File: config.mk
export PLATFORM = sky130hd
export DESIGN_NAME = e2r_cordic_cell
export DESIGN_NICKNAME = d
export VERILOG_FILES = /design/src/rtl/core/e2r_pkg.sv /design/src/rtl/core/e2r_cordic_cell.sv
export SDC_FILE = /design/constraint.sdc
export NUM_CORES = 1
export LEC_CHECK = 0
export ABC_AREA = 1
export BUFFER_PORTS_ARGS = -buffer_cell sky130_fd_sc_hd__buf_2
export CAP_MARGIN = 0
export CORE_MARGIN = 5
export CORE_UTILIZATION = 35
export DETAILED_ROUTE_END_ITERATION = 7
export GPL_TIMING_DRIVEN = 0
export SYNTH_ARGS = -nofsm -noshare
export SYNTH_HDL_FRONTEND = slang
export SYNTH_SLANG_ARGS = --single-unit
File: constraint.sdc
create_clock -name clk_i -period 2.95 [get_ports clk_i]
set_input_delay 0.59 -clock clk_i [delete_from_list [all_inputs] [get_ports clk_i]]
set_output_delay 0.59 -clock clk_i [all_outputs]
set_load 0.03 [all_outputs]
File: src/rtl/core/e2r_pkg.sv
`timescale 1ns / 1ps
// ----------------------------------------------------------------------------
// e2r_pkg
// Shared constants, types and the CORDIC arctangent table.
// ----------------------------------------------------------------------------
package e2r_pkg;

  localparam int unsigned ANGLE_BITS_DEF    = 16;
  localparam int unsigned FRAC_BITS_DEF     = 14;
  localparam int unsigned CORDIC_STAGES_DEF = 16;

  // CORDIC working word: Q2.30 held in 34 bits for headroom.
  localparam int unsigned WB = 34;
  localparam int unsigned WORK_FRAC = 30;
  localparam logic signed [WB-1:0] INV_GAIN = 34'sd652032874;

  typedef logic signed [WB-1:0] work_t;

  // One CORDIC cell state.
  typedef struct packed {
    work_t       x;
    work_t       y;
    logic signed [32:0] z;
    logic        flip;
  } rot_t;

  function automatic logic [31:0] atan_turn(input logic [4:0] i);
    logic [31:0] r;
    case (i)
      5'd0: r = 32'h20000000;  5'd1: r = 32'h12E4051E;
      5'd2: r = 32'h09FB385B;  5'd3: r = 32'h051111D4;
      5'd4: r = 32'h028B0D43;  5'd5: r = 32'h0145D7E1;
      5'd6: r = 32'h00A2F61E;  5'd7: r = 32'h00517C55;
      5'd8: r = 32'h0028BE53;  5'd9: r = 32'h00145F2F;
      5'd10: r = 32'h000A2F98; 5'd11: r = 32'h000517CC;
      5'd12: r = 32'h00028BE6; 5'd13: r = 32'h000145F3;
      5'd14: r = 32'h0000A2FA; 5'd15: r = 32'h0000517D;
      5'd16: r = 32'h000028BE; 5'd17: r = 32'h0000145F;
      5'd18: r = 32'h00000A30; 5'd19: r = 32'h00000518;
      5'd20: r = 32'h0000028C; 5'd21: r = 32'h00000146;
      5'd22: r = 32'h000000A3; 5'd23: r = 32'h00000051;
      5'd24: r = 32'h00000029; 5'd25: r = 32'h00000014;
      5'd26: r = 32'h0000000A; 5'd27: r = 32'h00000005;
      5'd28: r = 32'h00000003; 5'd29: r = 32'h00000001;
      5'd30: r = 32'h00000001;
      default: r = 32'h00000000;
    endcase
    return r;
  endfunction

  // Rounded Q2.30 product, half up.
  function automatic work_t qmul(input work_t a, input work_t b);
    logic signed [2*WB-1:0] p;
    p = a * b + (68'sd1 <<< (WORK_FRAC - 1));
    return p[WORK_FRAC +: WB];
  endfunction

endpackage

File: src/rtl/core/e2r_cordic_cell.sv
`timescale 1ns / 1ps
// ----------------------------------------------------------------------------
// e2r_cordic_cell
// One registered CORDIC rotation step for three angles side by side.
// ----------------------------------------------------------------------------
module e2r_cordic_cell #(
  parameter int unsigned STAGE = 0
) (
  input  logic            clk_i,
  input  logic            en_i,
  input  e2r_pkg::rot_t   in_i  [3],
  output e2r_pkg::rot_t   out_o [3]
);

  localparam logic [4:0] IDX = 5'(STAGE);

  e2r_pkg::rot_t nxt [3];
  logic signed [32:0] at;

  assign at = $signed({1'b0, e2r_pkg::atan_turn(IDX)});

  always_comb begin
    for (int k = 0; k < 3; k++) begin
      nxt[k] = in_i[k];
      if (!in_i[k].z[32]) begin
        nxt[k].x = in_i[k].x - (in_i[k].y >>> STAGE);
        nxt[k].y = in_i[k].y + (in_i[k].x >>> STAGE);
        nxt[k].z = in_i[k].z - at;
      end else begin
        nxt[k].x = in_i[k].x + (in_i[k].y >>> STAGE);
        nxt[k].y = in_i[k].y - (in_i[k].x >>> STAGE);
        nxt[k].z = in_i[k].z + at;
      end
    end
  end

  always_ff @(posedge clk_i) begin
    if (en_i) begin
      out_o <= nxt;
    end
  end

endmodule

==> metrics.csv <==
stage;metric;value;unit
finish;Largest Register;out_o;
power;cell-internal power;10400;uW
setup_path;slowest stage delay, CP;530;ps
status;status;finished clean;
setup_path;worst path bufs/invs;3;
setup_path;crit path max fanout;9;
power;Pleak;0.0185;uW
power;combinational share of power;40.7;%
global_route;largest net degree at the start of global routing;117;
power;PnR Total Power;17700;uW
place;Placer Congestion;1.01;
finish;Post-layout nets;5777;
setup_path;CP Data Required Time;3270;ps
logic_synthesis;Cell variety after synth;47;
setup_path;CP Capture Type;flip-flop;
timing;final cycle utilization of the critical path;90.3;%
clock_tree;hold_buf cts;0;
route;Residual DRC;0;
finish;Area growth syn-to-layout;19.0;%
finish;share of layout cells above drive strength 1;16.9;%
clock_tree;Sink Count;303;
setup_path;type of the worst setup path;primary input to flip-flop;
timing;number of max-slew violations in the final report;0;
timing;Fmax;375;MHz
worst_hold_path;worst hold path class;primary input to flip-flop;
power;Net Sw Frac;41.3;%
route;Detail Route Antenna Nets;0;
power;clock power share;27.7;%
place;IO Port Bufs;610;
power;maximum VDD drop;461;uV
route;via/cell ratio;5.19;
place;hpwl dp;112000;um
timing;# setup viols final;0;
finish;max reg flops;303;
route;DR vias;32985;
timing;Total Neg Setup Slack;0;ps
die;Starting Density;35.1;%
power;P_sw;7320;uW
global_route;vias in the first global route;31150;
logic_synthesis;syn nets;5124;
logic_synthesis;sequential area share after synthesis;29.5;%
logic_synthesis;Post-synth top flop;edfxtp_1;
finish;top flop regs;out_o: 303 flops;
die;core area;0.0880;mm2
timing;number of hold violations in the final report;0;
logic_synthesis;ys async rst share;0;%
global_route;global-route wire length before repair;192000;um
setup_path;crit path cell chain;buf_2, inv_1, ha_1, buf_4, a21oi_1, o21ai_0, a21oi_1, nand2_1, xor2_1, o21ai_0;
clock_tree;H-tree depth;2;
timing;fin crit period;2660;ps
route;DR WL/cell;20.9;um
global_route;total congestion overflow;0;
place;Post-Place Worst Slack;-210;ps
logic_synthesis;Post-Syn Area;0.0309;mm2
clock_tree;CTS tree;built;
timing;relative slew slack;16.5;%
clock_tree;CTS Buf Count;39;
logic_synthesis;Mapped Cells;4501;
die;site row count;109;
die;die area;0.0942;mm2
timing;Worst Setup Slack, final;286;ps
setup_path;CP arrival;2990;ps
global_route;initial antenna violation count;12;
die;IO Count;614;
route;DRT iter0 DRCs;2924;
clock_tree;CTS clk-pin slew, worst paths;60;ps
power;PD cells;482;mW/mm2
setup_path;Startpoint Class;primary input;
logic_synthesis;Mean Syn Cell Area;6.86;um2
setup_path;Largest delay share family, worst path;compound AO/OA/AOI/OAI gates;
timing;worst-margin pin slew;1250;ps
route;Pre-Repair DR Iteration Count;6;
clock_tree;post-CTS sizing;0;
clock_tree;Setup Buffers After CTS;0;
logic_synthesis;Post-synth EDFFs;303;
setup_path;Crit-path slowest cell;o21ai_0;
logic_synthesis;Warnings, synthesis;0;
clock_tree;root buffer cell;clkbuf_16;
job;max cap viols;0;
finish;final core utilization;41.8;%
die;Die Span Y;307;um
logic_synthesis;FF+latch count, synth;303;
timing;RSZ-0062 raised after global routing;no;
timing;Hold Worst Slack;155;ps
die;die width;307;um
clock_tree;Longest Clk Path Bufs;3;
power;sequential power share;31.6;%
global_route;GRT Util Overall;26.6;%
route;DRT Wirelength;133000;um
cells in the final DEF, fill, tap and decap left out, drive strengths merged, types with 16 or more instances in the layout:
cell type,count
a21o,40
a21oi,390
buf,718
clkbuf,72
clkinv,16
edfxtp,303
ha,303
inv,631
nand2,1220
nand3,432
nand4,32
nor2,447
nor3,47
o211ai,21
o21ai,284
o21bai,30
or2,19
xor2,78
cells in the mapped netlist, drive strengths merged (9+ instances only):
library cell / count / area (um2)
nor3: 47 / 275
nor4: 11 / 111
buf: 106 / 702
fa: 12 / 240
o21bai: 30 / 225
o22ai: 13 / 81.3
edfxtp: 303 / 9100
o21a: 10 / 75.1
nand2: 1220 / 4620
o211ai: 21 / 168
o21ai: 284 / 1450
a21o: 40 / 300
inv: 627 / 2350
xor2: 78 / 683
o31ai: 13 / 97.6
a21oi: 390 / 1990
a31oi: 9 / 56.3
nand3: 432 / 2190
nand4: 32 / 200
nor2: 447 / 1740
clkbuf: 27 / 101
ha: 303 / 3790
or2: 19 / 119
power by group through the flow:
| stage | logic [uW] | clock network (uW) | registers, uW |
|---|---|---|---|
| after detailed placement | 7090 | 0 | 5670 |
| after global placement | 7070 | 0 | 5700 |
| after floorplan | 3440 | 0 | 6740 |
| final | 7210 | 4910 | 5590 |
| after CTS | 7120 | 5080 | 5590 |
| after global routing | 7780 | 5230 | 5630 |
cell type report:
type                       count  area, um2
sequential                   303       9100
multi-input combinational   3437      18600
timing repair buffer         612       3120
antenna                        6       15.0
clock buffer                  45        998
inverter                     628       2360
clock inverter                25        279
tap                         1165       1460
buffer                       133        803
fill                        9432      51200
layer usage:
layer	vias up	global-route usage, %	wire, um
li1	16088	-	-
met1	15152	35.0	56300
met2	1466	43.7	59700
met3	267	4.84	10900
met4	12	10.4	5860
met5	-	0	91
final timing paths:
kind	start	end	slack, ps	cells past startpoint
worst min-delay path	in_i[116]	out_o[116]	150	1
worst max-delay path	in_i[149]	out_o[152]	290	10
stage by stage:
step	cell area, um2	instances
after floorplan	30900	4501
after global placement	35400	6276
after detailed placement	35400	6278
after CTS	36700	6348
after global routing	36700	6348
final	36700	6354
cell families after synthesis:
group	synth area share [%]
buffers and inverters	10.2
XOR/XNOR	2.33
AO/OA/AOI/OAI	14.6
flip-flops	29.5
AND/OR/NAND/NOR	30.2
adder cells (fa/ha/maj)	13.1
multiplexers	0.130
(Power assumes the default switching activity.)
